## config.mk

```make
export PLATFORM = sky130hd
export DESIGN_NAME = quant_param_finder
export DESIGN_NICKNAME = d
export VERILOG_FILES = /design/src/rtl/qpf_pkg.sv /design/src/rtl/qpf_ram.sv /design/src/rtl/qpf_ctrl.sv /design/src/rtl/qpf_datapath.sv /design/src/rtl/quant_param_finder.sv
export VERILOG_INCLUDE_DIRS = /design/src /design/src/rtl
export SDC_FILE = /design/constraint.sdc
export NUM_CORES = 2
export LEC_CHECK = 0
export BUFFER_PORTS_ARGS = -buffer_cell sky130_fd_sc_hd__buf_2
export CAP_MARGIN = 20
export CORE_UTILIZATION = 40
export CTS_CLUSTER_SIZE = 14
export DETAILED_ROUTE_END_ITERATION = 7
export GPL_TIMING_DRIVEN = 1
export PLACE_DENSITY = 0.64
export SLEW_MARGIN = 20
export SYNTH_ARGS = -nofsm -noshare
export SYNTH_HDL_FRONTEND = slang
export SYNTH_SLANG_ARGS = --single-unit
export TNS_END_PERCENT = 10
```

## constraint.sdc

```tcl
create_clock -name i_clk -period 10.2 [get_ports i_clk]
set_clock_uncertainty 0.1 [all_clocks]
set_input_delay 1.02 -clock i_clk [delete_from_list [all_inputs] [get_ports i_clk]]
set_output_delay 1.02 -clock i_clk [all_outputs]
set_load 0.005 [all_outputs]
```

## src/rtl/quant_param_finder_macros.svh

```systemverilog
// Assertion macros for the quantization parameter finder.
// Each macro expects i_clk and i_rst_n to be visible where it is used.
`ifndef QUANT_PARAM_FINDER_MACROS_SVH
`define QUANT_PARAM_FINDER_MACROS_SVH

`ifndef NO_ASSERTIONS

// Condition holds in the same cycle as the trigger.
`define QPF_ASSERT_NOW(lbl, trig, cond, msg) \
    lbl: assert property (@(posedge i_clk) disable iff (!i_rst_n) (trig) |-> (cond)) \
        else $error(msg);

// Condition holds in the cycle after the trigger.
`define QPF_ASSERT_NEXT(lbl, trig, cond, msg) \
    lbl: assert property (@(posedge i_clk) disable iff (!i_rst_n) (trig) |=> (cond)) \
        else $error(msg);

`else

`define QPF_ASSERT_NOW(lbl, trig, cond, msg)
`define QPF_ASSERT_NEXT(lbl, trig, cond, msg)

`endif

`endif

```

## src/rtl/qpf_pkg.sv

```systemverilog
package qpf_pkg;

    // Defaults for the top-level parameters.
    localparam int MAX_COLUMNS_DEF = 64;
    localparam int FRAC_BITS_DEF   = 12;

    // Fixed field widths.
    localparam int WEIGHT_W  = 16;
    localparam int COL_W     = 6;
    localparam int SCALE_W   = 33;
    localparam int ZP_W      = 8;
    localparam int LVL_W     = 8;
    localparam int NCOL_W    = 7;
    localparam int CFG_IDX_W = 2;
    localparam int CFG_DAT_W = 8;

    // Range of clamped bounds, up to 2^16, and its scale dividend shift base.
    localparam int RANGE_W   = 17;
    localparam int SCALE_FB  = 16;

    // Register indexes on the configuration port.
    localparam logic [CFG_IDX_W-1:0] REG_MAX_LEVEL    = 2'd0;
    localparam logic [CFG_IDX_W-1:0] REG_SYMMETRIC    = 2'd1;
    localparam logic [CFG_IDX_W-1:0] REG_COLUMNS_USED = 2'd2;

    // Register values after reset.
    localparam logic [LVL_W-1:0]  MAX_LEVEL_RST    = 8'd15;
    localparam logic              SYMMETRIC_RST    = 1'b0;
    localparam logic [NCOL_W-1:0] COLUMNS_USED_RST = 7'd64;

    typedef enum logic [2:0] {
        S_IDLE,
        S_UPD,
        S_RD,
        S_LOAD,
        S_MUL,
        S_DIV,
        S_EMIT
    } t_state;

    typedef struct packed {
        logic acc_capture;
        logic acc_write;
        logic rd_from_input;
        logic col_clear;
        logic load_bounds;
        logic mul_start;
        logic div_step;
        logic out_load;
    } t_cmd;

    typedef struct packed {
        logic item_last;
        logic cols_zero;
        logic div_last;
        logic col_last;
    } t_status;

endpackage

```

## src/rtl/qpf_ram.sv

```systemverilog
module qpf_ram #(
    parameter int WIDTH  = 32,
    parameter int DEPTH  = 64,
    parameter int ADDR_W = (DEPTH > 1) ? $clog2(DEPTH) : 1
) (
    input  logic              i_clk,
    input  logic              i_we,
    input  logic [ADDR_W-1:0] i_waddr,
    input  logic [WIDTH-1:0]  i_wdata,
    input  logic [ADDR_W-1:0] i_raddr,
    output logic [WIDTH-1:0]  o_rdata
);

    logic [WIDTH-1:0] r_mem [DEPTH];
    logic [WIDTH-1:0] r_rdata;

    always_ff @(posedge i_clk) begin
        if (i_we) begin
            r_mem[i_waddr] <= i_wdata;
        end
        r_rdata <= r_mem[i_raddr];
    end

    assign o_rdata = r_rdata;

endmodule

```

## src/rtl/qpf_ctrl.sv

```systemverilog
module qpf_ctrl (
    input  logic             i_clk,
    input  logic             i_rst_n,
    input  logic             i_in_valid,
    input  logic             i_out_stall,
    input  qpf_pkg::t_status i_status,
    output qpf_pkg::t_cmd    o_cmd,
    output logic             o_in_stall,
    output logic             o_out_valid
);

    import qpf_pkg::*;

    t_state r_state, n_state;
    logic   r_out_valid, n_out_valid;
    logic   slot_free;

    assign slot_free = !r_out_valid || !i_out_stall;

    always_ff @(posedge i_clk) begin
        if (!i_rst_n) begin
            r_state     <= S_IDLE;
            r_out_valid <= 1'b0;
        end else begin
            r_state     <= n_state;
            r_out_valid <= n_out_valid;
        end
    end

    // Next state.
    always_comb begin
        n_state = r_state;
        case (r_state)
            S_IDLE: begin
                if (i_in_valid) n_state = S_UPD;
            end
            S_UPD: begin
                if (i_status.item_last && !i_status.cols_zero) n_state = S_RD;
                else n_state = S_IDLE;
            end
            S_RD:   n_state = S_LOAD;
            S_LOAD: n_state = S_MUL;
            S_MUL:  n_state = S_DIV;
            S_DIV: begin
                if (i_status.div_last) n_state = S_EMIT;
            end
            S_EMIT: begin
                if (slot_free) n_state = i_status.col_last ? S_IDLE : S_RD;
            end
            default: n_state = S_IDLE;
        endcase
    end

    // Outputs.
    always_comb begin
        o_cmd      = '0;
        o_in_stall = 1'b1;
        case (r_state)
            S_IDLE: begin
                o_in_stall          = 1'b0;
                o_cmd.rd_from_input = 1'b1;
                o_cmd.acc_capture   = i_in_valid;
            end
            S_UPD: begin
                o_cmd.acc_write = 1'b1;
                o_cmd.col_clear = 1'b1;
            end
            S_RD:   o_cmd = '0;
            S_LOAD: o_cmd.load_bounds = 1'b1;
            S_MUL:  o_cmd.mul_start = 1'b1;
            S_DIV:  o_cmd.div_step = 1'b1;
            S_EMIT: o_cmd.out_load = slot_free;
            default: o_cmd = '0;
        endcase
    end

    always_comb begin
        if (o_cmd.out_load) n_out_valid = 1'b1;
        else if (!i_out_stall) n_out_valid = 1'b0;
        else n_out_valid = r_out_valid;
    end

    assign o_out_valid = r_out_valid;

endmodule

```

## src/rtl/qpf_datapath.sv

```systemverilog
module qpf_datapath #(
    parameter int MAX_COLUMNS = qpf_pkg::MAX_COLUMNS_DEF,
    parameter int FRAC_BITS   = qpf_pkg::FRAC_BITS_DEF
) (
    input  logic                                  i_clk,
    input  logic                                  i_rst_n,
    input  qpf_pkg::t_cmd                         i_cmd,
    output qpf_pkg::t_status                      o_status,
    input  logic signed [qpf_pkg::WEIGHT_W-1:0]   i_weight_value,
    input  logic [qpf_pkg::COL_W-1:0]             i_column_index,
    input  logic                                  i_first_row,
    input  logic                                  i_last_element,
    input  logic                                  i_cfg_we,
    input  logic [qpf_pkg::CFG_IDX_W-1:0]         i_cfg_index,
    input  logic [qpf_pkg::CFG_DAT_W-1:0]         i_cfg_data,
    output logic [qpf_pkg::COL_W-1:0]             o_out_column,
    output logic [qpf_pkg::SCALE_W-1:0]           o_scale_value,
    output logic [qpf_pkg::ZP_W-1:0]              o_zero_point,
    output logic                                  o_last_column
);

    import qpf_pkg::*;

    localparam int ADDR_W = (MAX_COLUMNS > 1) ? $clog2(MAX_COLUMNS) : 1;
    localparam int MEM_W  = 2 * WEIGHT_W;
    localparam int DIVW   = RANGE_W + SCALE_FB - FRAC_BITS;
    localparam int CNT_W  = $clog2(DIVW);
    localparam int ZN_W   = RANGE_W + LVL_W + 1;
    localparam int BND_W  = WEIGHT_W + 2;

    // Configuration registers.
    logic [LVL_W-1:0]  r_max_level;
    logic              r_symmetric;
    logic [NCOL_W-1:0] r_columns_used;

    always_ff @(posedge i_clk) begin
        if (!i_rst_n) begin
            r_max_level    <= MAX_LEVEL_RST;
            r_symmetric    <= SYMMETRIC_RST;
            r_columns_used <= COLUMNS_USED_RST;
        end else if (i_cfg_we) begin
            case (i_cfg_index)
                REG_MAX_LEVEL:    r_max_level    <= i_cfg_data;
                REG_SYMMETRIC:    r_symmetric    <= i_cfg_data[0];
                REG_COLUMNS_USED: r_columns_used <= i_cfg_data[NCOL_W-1:0];
                default:          r_max_level    <= r_max_level;
            endcase
        end
    end

    logic [LVL_W-1:0]  lvl;
    logic [NCOL_W-1:0] ncols;

    assign lvl   = (r_max_level == '0) ? LVL_W'(1) : r_max_level;
    assign ncols = (r_columns_used > NCOL_W'(MAX_COLUMNS)) ? NCOL_W'(MAX_COLUMNS)
                                                          : r_columns_used;

    // Latched request.
    logic signed [WEIGHT_W-1:0] r_w;
    logic [COL_W-1:0]           r_col;
    logic                       r_first;
    logic                       r_last;

    always_ff @(posedge i_clk) begin
        if (i_cmd.acc_capture) begin
            r_w     <= i_weight_value;
            r_col   <= i_column_index;
            r_first <= i_first_row;
            r_last  <= i_last_element;
        end
    end

    // Bounds memory: maximum in the upper half, minimum in the lower half.
    logic [NCOL_W-1:0]   r_k;
    logic [ADDR_W-1:0]   raddr;
    logic [MEM_W-1:0]    rdata;
    logic [MEM_W-1:0]    wdata;
    logic                we;
    logic signed [WEIGHT_W-1:0] m_min, m_max, u_min, u_max;

    assign raddr = i_cmd.rd_from_input ? i_column_index[ADDR_W-1:0] : r_k[ADDR_W-1:0];
    assign m_min = $signed(rdata[WEIGHT_W-1:0]);
    assign m_max = $signed(rdata[MEM_W-1:WEIGHT_W]);

    always_comb begin
        if (r_first) begin
            u_min = r_w;
            u_max = r_w;
        end else begin
            u_min = (r_w < m_min) ? r_w : m_min;
            u_max = (r_w > m_max) ? r_w : m_max;
        end
    end

    assign wdata = {u_max, u_min};
    assign we    = i_cmd.acc_write && ({1'b0, r_col} < NCOL_W'(MAX_COLUMNS));

    qpf_ram #(
        .WIDTH  (MEM_W),
        .DEPTH  (MAX_COLUMNS),
        .ADDR_W (ADDR_W)
    ) u_bounds_ram (
        .i_clk   (i_clk),
        .i_we    (we),
        .i_waddr (r_col[ADDR_W-1:0]),
        .i_wdata (wdata),
        .i_raddr (raddr),
        .o_rdata (rdata)
    );

    // Column counter for the emission pass.
    always_ff @(posedge i_clk) begin
        if (!i_rst_n) begin
            r_k <= '0;
        end else if (i_cmd.col_clear) begin
            r_k <= '0;
        end else if (i_cmd.out_load) begin
            r_k <= r_k + NCOL_W'(1);
        end
    end

    // Clamp, symmetric fold and zero-range widening.
    logic signed [BND_W-1:0] mn0, mx0, mn1, mx1, mn2, mx2, mag;
    logic [RANGE_W-1:0]      range_c, negmn_c;

    always_comb begin
        mn0 = (m_min > 0) ? '0 : BND_W'(m_min);
        mx0 = (m_max < 0) ? '0 : BND_W'(m_max);
        mag = -mn0;
        mn1 = mn0;
        mx1 = mx0;
        if (r_symmetric) begin
            if (mag > mx0) mx1 = mag;
            if (mn0 < 0) mn1 = -mx1;
        end
        mn2 = mn1;
        mx2 = mx1;
        if (mn1 == 0 && mx1 == 0) begin
            mn2 = -(BND_W'(1) <<< FRAC_BITS);
            mx2 = BND_W'(1) <<< FRAC_BITS;
        end
        range_c = RANGE_W'(mx2 - mn2);
        negmn_c = RANGE_W'(-mn2);
    end

    logic [RANGE_W-1:0] r_range, r_negmn;

    always_ff @(posedge i_clk) begin
        if (i_cmd.load_bounds) begin
            r_range <= range_c;
            r_negmn <= negmn_c;
        end
    end

    // Dividers: scale runs one quotient bit a cycle, the zero point joins once
    // r_cnt is below ZP_W, as its quotient never exceeds the level in use.
    logic [RANGE_W+LVL_W-1:0] prod;
    logic [ZN_W-1:0]          numer;
    logic [CNT_W-1:0]         r_cnt;
    logic [DIVW-1:0]          r_sc_q;
    logic [LVL_W-1:0]         r_sc_rem;
    logic [ZN_W-1:0]          r_zp_rem, r_zp_div;
    logic [ZP_W-1:0]          r_zp_q;
    logic [LVL_W:0]           sc_try;
    logic                     sc_bit, zp_bit;

    assign prod   = r_negmn * lvl;
    assign numer  = {prod, 1'b0} + ZN_W'(r_range);
    assign sc_try = {r_sc_rem, r_sc_q[DIVW-1]};
    assign sc_bit = sc_try >= {1'b0, lvl};
    assign zp_bit = r_zp_rem >= r_zp_div;

    always_ff @(posedge i_clk) begin
        if (i_cmd.mul_start) begin
            r_cnt    <= CNT_W'(DIVW - 1);
            r_sc_q   <= DIVW'(r_range) << (SCALE_FB - FRAC_BITS);
            r_sc_rem <= '0;
            r_zp_rem <= numer;
            r_zp_div <= ZN_W'({r_range, {ZP_W{1'b0}}});
            r_zp_q   <= '0;
        end else if (i_cmd.div_step) begin
            r_cnt    <= r_cnt - CNT_W'(1);
            r_sc_q   <= {r_sc_q[DIVW-2:0], sc_bit};
            r_sc_rem <= sc_bit ? LVL_W'(sc_try - {1'b0, lvl}) : sc_try[LVL_W-1:0];
            if (r_cnt < CNT_W'(ZP_W)) begin
                r_zp_q   <= {r_zp_q[ZP_W-2:0], zp_bit};
                r_zp_rem <= zp_bit ? (r_zp_rem - r_zp_div) : r_zp_rem;
                r_zp_div <= r_zp_div >> 1;
            end
        end
    end

    // Output register.
    logic [LVL_W:0] half_lvl;
    logic           col_last;

    assign half_lvl = ({1'b0, lvl} + (LVL_W+1)'(1)) >> 1;
    assign col_last = (r_k + NCOL_W'(1)) == ncols;

    always_ff @(posedge i_clk) begin
        if (i_cmd.out_load) begin
            o_out_column  <= r_k[COL_W-1:0];
            o_scale_value <= SCALE_W'(r_sc_q);
            o_zero_point  <= r_symmetric ? half_lvl[ZP_W-1:0] : r_zp_q;
            o_last_column <= col_last;
        end
    end

    assign o_status.item_last = r_last;
    assign o_status.cols_zero = (ncols == '0);
    assign o_status.div_last  = (r_cnt == '0);
    assign o_status.col_last  = col_last;

endmodule

```

## src/rtl/quant_param_finder.sv

```systemverilog
// Min/max affine quantization parameter finder, one channel per weight column.
// Input channel: one request carries a signed Q3.12 weight, its column, a
// first-row flag that seeds the column bounds and a last flag. A request is
// taken when i_in_valid is high and o_in_stall is low; its column bounds are
// read from the memory as it is taken and written back in the update state.
// A request marked last starts the emission pass: for columns 0 up to
// columns_used-1 (at most MAX_COLUMNS-1) the block sends one result request
// with the scale (16 fraction bits) and the zero point. The scale divider
// gives one quotient bit per cycle. No input is taken during the pass.
// Results leave through an output register, so the last result may wait
// while new weights arrive. When i_out_stall is high the waiting result
// holds and the pass waits to load the next one. Configuration must be
// written through i_cfg_we/i_cfg_index/i_cfg_data while idle; the block
// does not enforce this. Reset sets max_level to 15, symmetric to 0,
// columns_used to 64 and clears the controller; the bounds memory is not
// cleared and a column must see its first row before it is read.
`include "quant_param_finder_macros.svh"

module quant_param_finder #(
    parameter int MAX_COLUMNS = qpf_pkg::MAX_COLUMNS_DEF,
    parameter int FRAC_BITS   = qpf_pkg::FRAC_BITS_DEF
) (
    input  logic                                i_clk,
    input  logic                                i_rst_n,
    // Input requests.
    input  logic                                i_in_valid,
    output logic                                o_in_stall,
    input  logic signed [qpf_pkg::WEIGHT_W-1:0] i_weight_value,
    input  logic [qpf_pkg::COL_W-1:0]           i_column_index,
    input  logic                                i_first_row,
    input  logic                                i_last_element,
    // Result requests.
    output logic                                o_out_valid,
    input  logic                                i_out_stall,
    output logic [qpf_pkg::COL_W-1:0]           o_out_column,
    output logic [qpf_pkg::SCALE_W-1:0]         o_scale_value,
    output logic [qpf_pkg::ZP_W-1:0]            o_zero_point,
    output logic                                o_last_column,
    // Configuration writes.
    input  logic                                i_cfg_we,
    input  logic [qpf_pkg::CFG_IDX_W-1:0]       i_cfg_index,
    input  logic [qpf_pkg::CFG_DAT_W-1:0]       i_cfg_data
);

    import qpf_pkg::*;

    t_cmd    cmd;
    t_status status;

    // The controller sequences accumulation and the per-column emission pass.
    qpf_ctrl u_ctrl (
        .i_clk       (i_clk),
        .i_rst_n     (i_rst_n),
        .i_in_valid  (i_in_valid),
        .i_out_stall (i_out_stall),
        .i_status    (status),
        .o_cmd       (cmd),
        .o_in_stall  (o_in_stall),
        .o_out_valid (o_out_valid)
    );

    // The datapath holds the configuration, the bounds memory, the
    // clamping logic, both dividers and the output register.
    qpf_datapath #(
        .MAX_COLUMNS (MAX_COLUMNS),
        .FRAC_BITS   (FRAC_BITS)
    ) u_datapath (
        .i_clk          (i_clk),
        .i_rst_n        (i_rst_n),
        .i_cmd          (cmd),
        .o_status       (status),
        .i_weight_value (i_weight_value),
        .i_column_index (i_column_index),
        .i_first_row    (i_first_row),
        .i_last_element (i_last_element),
        .i_cfg_we       (i_cfg_we),
        .i_cfg_index    (i_cfg_index),
        .i_cfg_data     (i_cfg_data),
        .o_out_column   (o_out_column),
        .o_scale_value  (o_scale_value),
        .o_zero_point   (o_zero_point),
        .o_last_column  (o_last_column)
    );

    // An accepted weight always spends the next cycle on the memory write.
    `QPF_ASSERT_NEXT(a_busy_after_req, i_in_valid && !o_in_stall, o_in_stall, "input taken during update")

    // The output register is only loaded when the previous result is gone.
    `QPF_ASSERT_NOW(a_load_slot_free, cmd.out_load, !o_out_valid || !i_out_stall, "result overwritten")

    // A captured request is always followed by its bounds write.
    `QPF_ASSERT_NEXT(a_capture_then_write, cmd.acc_capture, cmd.acc_write, "bounds write missing")

endmodule

```

Word-level counts from Yosys, hierarchy flattened
Memories as Yosys holds them, arrays and structs flattened. A register that Yosys moved wholly into a read port is not among the register bits.
Index checks and enable logic that the tools add are counted.
- bits in registers: 214
- latch bits: 0
- logic and storage cells: 129
- input port bits: 39
- output and inout bits: 50
- memory bits (writable): 2048
- bits in read-only memories: 0
- memories: 1
- memory list (name ; depth ; width ; rd ports ; clocked after memory_dff ; wr ports ; line ; source):
    u_datapath.u_bounds_ram.r_mem ; 64 ; 32 ; 1 ; 1 ; 1 ; qpf_ram.sv:14 ; logic [WIDTH-1:0] r_mem [DEPTH];
- multiplexer cells: 45
- multipliers: 1
- divide/modulo/power cells: 0
- reduce and logical (&&, ||, !) cells: 24
- shifts and indexed selects: 0
- magnitude comparators: 10
- bitwise gates (word level): 1
- eq/ne operators: 13
- add/sub/neg operators: 10
- operators by type and width (kind ; count):
    $mux 18 ; 7
    $mux 26 ; 4
    $mux 25 ; 3
    $logic_not 32->1 ; 2
    $mux 16 ; 4
    $mux 21 ; 2
    $neg 18->18 ; 2
    $mux 17 ; 2
    $add 26x17->26 ; 1
    $ge 26x25->1 ; 1
    $sub 26x25->26 ; 1
    $mul 17x8->25 ; 1
    $mux 8 ; 3
    $pmux 3 s7 ; 1
    $gt 18x18->1 ; 1
    $lt 18x1->1 const B ; 1
    $neg 17->17 ; 1
    $sub 17x17->17 ; 1
    $gt 16x1->1 const B ; 1
    $gt 16x16->1 ; 1
    $lt 16x1->1 const B ; 1
    $lt 16x16->1 ; 1
    $mux 1 ; 12
    $reduce_and 2->1 ; 5
    other kinds (31) ; 45

Longest topological paths before layout
- word-level depth: 13
- mapped depth: 40
- depth with buffers taken out: 32

By module
Synthesis repeated with hierarchy kept, for this count alone.
- cell total of the unflattened synthesis: 5464
- area, all modules: 98281.8 µm²
- modules (own cells, without submodules) (module ; area an instance (µm²) ; times used ; cells an instance):
    qpf_ram ; 78515.3 ; 1 ; 3324
    qpf_datapath ; 19458.7 ; 1 ; 2100
    qpf_ctrl ; 307.8 ; 1 ; 40

Least setup slack after synthesis
No wires, ideal clock.
- path type: reg-to-reg
- start point: register u_datapath.u_bounds_ram.r_rdata[15], in the netlist u_datapath.u_bounds_ram.o_rdata[15] (read register of u_datapath.u_bounds_ram.r_mem)
- end point: register u_datapath.r_range[16], data pin
- slack: 2.214 ns
- required time: 9.839 ns
- setup time: 0.261 ns
- path buffers: 8
- cell stages (with the launch flop): 39
- arrival: 7.625 ns
- clock period less this slack: 7.986 ns
- cell sequence: dfxtp_1 -> clkbuf_1 -> clkbuf_1 -> buf_2 -> clkbuf_1 -> nand2_1 -> ha_1 -> clkbuf_1 -> and2_1 -> a311oi_1 -> inv_1 -> ha_1 -> nand4_1 -> o311ai_0 -> and3_1 -> o21ai_1 -> buf_2 -> buf_4 -> [... 3 more ...] -> or3_1 -> a21oi_1 -> or3_1 -> clkbuf_1 -> inv_1 -> ha_1 -> a21o_1 -> a21oi_1 -> o21ai_0 -> a21oi_1 -> o21ai_0 -> a21oi_1 -> nand2b_1 -> a21boi_0 -> nor4_1 -> o41a_1 -> o21ai_0 -> xnor2_1
- longest elaborated chain between the ends: 13
- elaborated cells between the ends (all ways): 17
- classes of those cells: add/sub: 3; order compare: 3; mux: 8; reduce/logical: 3
- RTL lines (element ; line ; source):
    from (decl) ; qpf_ram.sv:15 ; logic [WIDTH-1:0] r_rdata;
    $gt 16x1->1 ; qpf_datapath.sv:127 ; mn0 = (m_min > 0) ? '0 : BND_W'(m_min);
    $mux 18 * ; qpf_datapath.sv:127 ;
    $neg 18->18 ; qpf_datapath.sv:129 ; mag = -mn0;
    $gt 18x18->1 ; qpf_datapath.sv:133 ; if (mag > mx0) mx1 = mag;
    $mux 18 ; qpf_datapath.sv:133 ;
    $mux 18 ; qpf_datapath.sv:132 ; if (r_symmetric) begin
    $neg 18->18 ; qpf_datapath.sv:134 ; if (mn0 < 0) mn1 = -mx1;
    $mux 18 ; qpf_datapath.sv:134 ;
    $mux 18 ; qpf_datapath.sv:132 ;
    $logic_not 32->1 ; qpf_datapath.sv:138 ; if (mn1 == 0 && mx1 == 0) begin
    $logic_and 1x1->1 ; qpf_datapath.sv:138 ;
    $mux 17 ; qpf_datapath.sv:138 ;
    $sub 17x17->17 * ; qpf_datapath.sv:142 ; range_c = RANGE_W'(mx2 - mn2);
    net u_datapath.range_c[16] ; qpf_datapath.sv:124 ; logic [RANGE_W-1:0] range_c, negmn_c;
    to (signal assigned) ; qpf_datapath.sv:150 ; r_range <= range_c;
    to (decl) ; qpf_datapath.sv:146 ; logic [RANGE_W-1:0] r_range, r_negmn;
Mark *: on every way through the listed nets, which the timed path passes. The rest lies on a longest branch. The select of a mux whose other input is x is not followed.
A chain may end at the register's enable or synchronous reset.

Worst setup path in the final report
- start point: register u_datapath.u_bounds_ram.r_rdata[0], in the netlist u_datapath.u_bounds_ram.o_rdata[0] (read register of u_datapath.u_bounds_ram.r_mem)
- end point: register u_datapath.r_range[16], data pin
The elaborated chain is that of the path after synthesis.

==> out/metrics.yaml <==
power:
  p_comb_share_pct: 18.9
  power_switching_share_pct: 28.48
  p_switching_uw: 6758
  p_leak_uw: 0.03657
  power.share.clock_pct: 33.7
  p_int_uw: 16970
  ir_drop_uv: 182.3
  power_per_cell_area_nw_per_um2: 214.4
  p_seq_share_pct: 47.3
run_status:
  run_status: "finished, final reports clean"
setup_path:
  cp_slowest_stage_delay_ps: 580
  cp_slowest_cell: "o21ai_1"
  r2r_slack_ps: 1720
  path_delay_family: "compound AO/OA/AOI/OAI gates"
  r2r_end: "u_datapath.r_range[16]$_DFFE_PN_"
  critPathKind: "reg2reg"
  r2r_start: "u_datapath.u_bounds_ram.o_rdata[0]$_DFF_P_"
  critPathArrivalTime_ps: 8940
  crit_fanout: 11
  worstPathRequired_ps: 10660
  cpMostUsedCell: "ha_1"
  critPathCaptureType: "register"
  cp_num_buf_inv: 1
  reg2regPathDepth: 29
  startpoint_type: "register"
logic_synthesis:
  yosysMostFrequentCell: "edfxtp_1"
  synth-edff-count: 2202
  synth_area_leaders: "edfxtp_1, mux4_2, ha_1, nand2_1, fa_1"
  yosys-top-cells-count: "edfxtp_1, nand2_1, mux4_2"
  syn_inst: 5795
  syn-cell-area_um2: 98450
  ys_types: 87
  ys_seq_area_share_pct: 69.04
  yosysWarnings: 0
  yosys.area.top_type: "edfxtp_1"
  synth_area_per_cell_um2: 16.99
  async_flop_share_pct: 0
  synth_top_cell_area_share_pct: 67.17
  synth_top_flop_cell: "edfxtp_1"
  ys_ff_latch: 2294
sta:
  fin_crit_ps: 8482
  hold_viol: 0
  tns_ps: 0
  post-route-worst-setup-slack_ps: 1718
  worst_slew_pin_slew_ps: 1265
  slew_violations: 0
  rsz0062_at_grt: "false"
  slew_headroom_pct: 15.14
  fmax_mhz: 117.9
  fin_crit_sh_pct: 83.16
  setup_viol: 0
layout:
  fin_nets: 6234
  drive_gt1_share_pct: 19.56
  area_growth_syn_to_layout_pct: 12.44
  final_area_um2: 110700
place:
  dpl.hpwl_um: 148100
  place_area_um2: 103500
  io_buffer_count: 76
  dp_slack_ps: 1809
  gp_congestion: 0.8944
routing:
  via_per_inst: 5.785
  drc: 0
  dr.pass1.iters: 6
  wirelength_um: 258700
  initialDrtViolationCount: 5242
  post_drt_wl_per_cell_um: 27.67
  num_vias: 54090
  ant_nets: 0
clock_network:
  root_buffer: "clkbuf_16"
  cts_tree: "done"
  clk_pin_slew_ps: 60
  cts_hold_buf: 0
  h-tree-depth: 4
  cts_setup_buffers: 0
  ctsLongestPathBuffers: 3
  cts.sinks: 2294
  cts_inserted_buffers: 224
  cts-resized-gates: 0
  clk_latency_ps: 890
worst_hold_path:
  min-delay-start: "i_weight_value[10]"
  min_path_cells: 1
  hold_class: "in2reg"
  holdPathEnd: "u_datapath.r_w[10]$_DFFE_PP_"
global_route:
  overflow: 0
  antenna_found_initial: 13
  grt_max_degree: 122
  first_global_vias: 54660
  grt_pass1_wl_um: 375200
  grt_usage_pct: 20.63
die:
  die_w_um: 498.1
  start_util_pct: 40.36
  die_y_um: 498.1
  boundaryPins: 89
  dieArea_um2: 248100
  row_count: 181
  core-area_um2: 243900
flow_run:
  maxCapViolations: 0
-- through the flow --
| step | hold slack (ps) | power [uW] | cells | utilization (%) |
|---|---|---|---|---|
| 2_1_floorplan | 306.4 | 14280 | 5806 | - |
| 5_1_grt | 165.2 | 24560 | 9343 | 45.38 |
| 3_5_place_dp | 344.9 | 15930 | 8917 | 42.45 |
| 3_3_place_gp | 342.1 | 15870 | 8917 | 42.44 |
| 6_report | 201.2 | 23730 | 9350 | 45.38 |
| 4_1_cts | 140.8 | 23880 | 9336 | 45.36 |
-- area by class of cell --
type,instances,area (um2)
Antenna cell,13,32.53
Clock buffer,279,5842
Clock inverter,140,1276
Fill cell,20720,133200
Inverter,238,893.4
Multi-Input combinational cell,2956,28980
Sequential cell,2294,67970
Tap cell,3202,4006
Timing Repair Buffer,228,1697
-- power by group through the flow --
| stage | Sequential, uW | Clock [uW] | Combinational, uW |
|---|---|---|---|
| 2_1_floorplan | 11400 | 0 | 2920 |
| 3_3_place_gp | 11400 | 0 | 4440 |
| 3_5_place_dp | 11400 | 0 | 4500 |
| 4_1_cts | 11200 | 8130 | 4520 |
| 5_1_grt | 11200 | 8480 | 4850 |
| 6_report | 11200 | 8010 | 4490 |
-- cell usage in the layout, fill, tap and decap left out, types with 52 or more instances in the layout --
cell type	synthesis	final
fa_1	94	94
inv_1	237	237
xnor2_1	81	81
o21ai_0	103	103
clkinv_1	1	58
a31oi_1	78	78
edfxtp_1	2202	2202
a311oi_1	65	65
ha_1	159	159
dfxtp_1	92	91
and2_1	202	202
a21oi_1	211	209
nor2_1	201	136
nand2_1	513	513
mux4_2	512	512
nor2_4	0	63
clkbuf_1	226	52
a211oi_1	170	169
clkbuf_16	0	224
buf_2	9	76
buf_4	14	137
-- how the worst max path moves through the flow --
stage                                                start                               end  slack (ps)  cells after the start
5_1_grt         u_datapath.u_bounds_ram.o_rdata[0]$_DFF_P_  u_datapath.r_range[16]$_DFFE_PN_         960                     29
3_3_place_gp    u_datapath.u_bounds_ram.o_rdata[0]$_DFF_P_  u_datapath.r_range[16]$_DFFE_PN_        1710                     32
4_1_cts         u_datapath.u_bounds_ram.o_rdata[0]$_DFF_P_  u_datapath.r_range[16]$_DFFE_PN_        1760                     29
2_1_floorplan  u_datapath.u_bounds_ram.o_rdata[15]$_DFF_P_  u_datapath.r_range[16]$_DFFE_PN_        2210                     38
3_5_place_dp    u_datapath.u_bounds_ram.o_rdata[0]$_DFF_P_  u_datapath.r_range[16]$_DFFE_PN_        1810                     29
6_report        u_datapath.u_bounds_ram.o_rdata[0]$_DFF_P_  u_datapath.r_range[16]$_DFFE_PN_        1720                     29
-- cell families after synthesis --
logic type               share of synthesized area, %
other                                        0.003809
XOR/XNOR                                        1.022
multiplexers                                    12.76
flip-flops                                      69.04
AND/OR/NAND/NOR                                 5.749
AO/OA/AOI/OAI                                   5.306
adder cells (fa/ha/maj)                         3.932
buffers and inverters                           2.192
-- registers in the layout, indices dropped and copies added, names as in the netlist, 5 cells and up --
name / cells
u_datapath.u_bounds_ram.r_mem: 2048
u_datapath.u_bounds_ram.o_rdata: 32
u_datapath.r_zp_rem: 26
u_datapath.r_zp_div: 25
u_datapath.o_scale_value: 21
u_datapath.r_sc_q: 21
u_datapath.r_negmn: 17
u_datapath.r_range: 17
u_datapath.r_w: 16
u_datapath.o_zero_point: 8
u_datapath.r_max_level: 8
u_datapath.r_sc_rem: 8
u_datapath.r_zp_q: 8
u_datapath.r_columns_used: 7
u_datapath.r_k: 7
u_datapath.o_out_column: 6
u_datapath.r_col: 6
u_datapath.r_cnt: 5
-- layer usage --
metal / part of all wire [%] / routed length [um] / vias up / track usage [%]
li1: - / - / 23000 / -
met1: 40 / 103500 / 28650 / 27.07
met2: 49 / 128000 / 2035 / 34.77
met3: 6.5 / 16830 / 402 / 2.946
met4: 4.0 / 10300 / 2 / 7.731
met5: 0.0043 / 11 / - / 0
-- worst register-to-register path: cells and delay by family, from the launching register on --
family / cells / cell delay (ps)
and+or+nand+nor: 11 / 2670
xor gates and xnor gates: 1 / 100
AOI/OAI and AO/OA: 12 / 3270
adders and majority gates: 4 / 1320
DFF: 1 / 540
buffers and inverters: 1 / 210
Note: power is estimated with default switching activity, not from simulation.
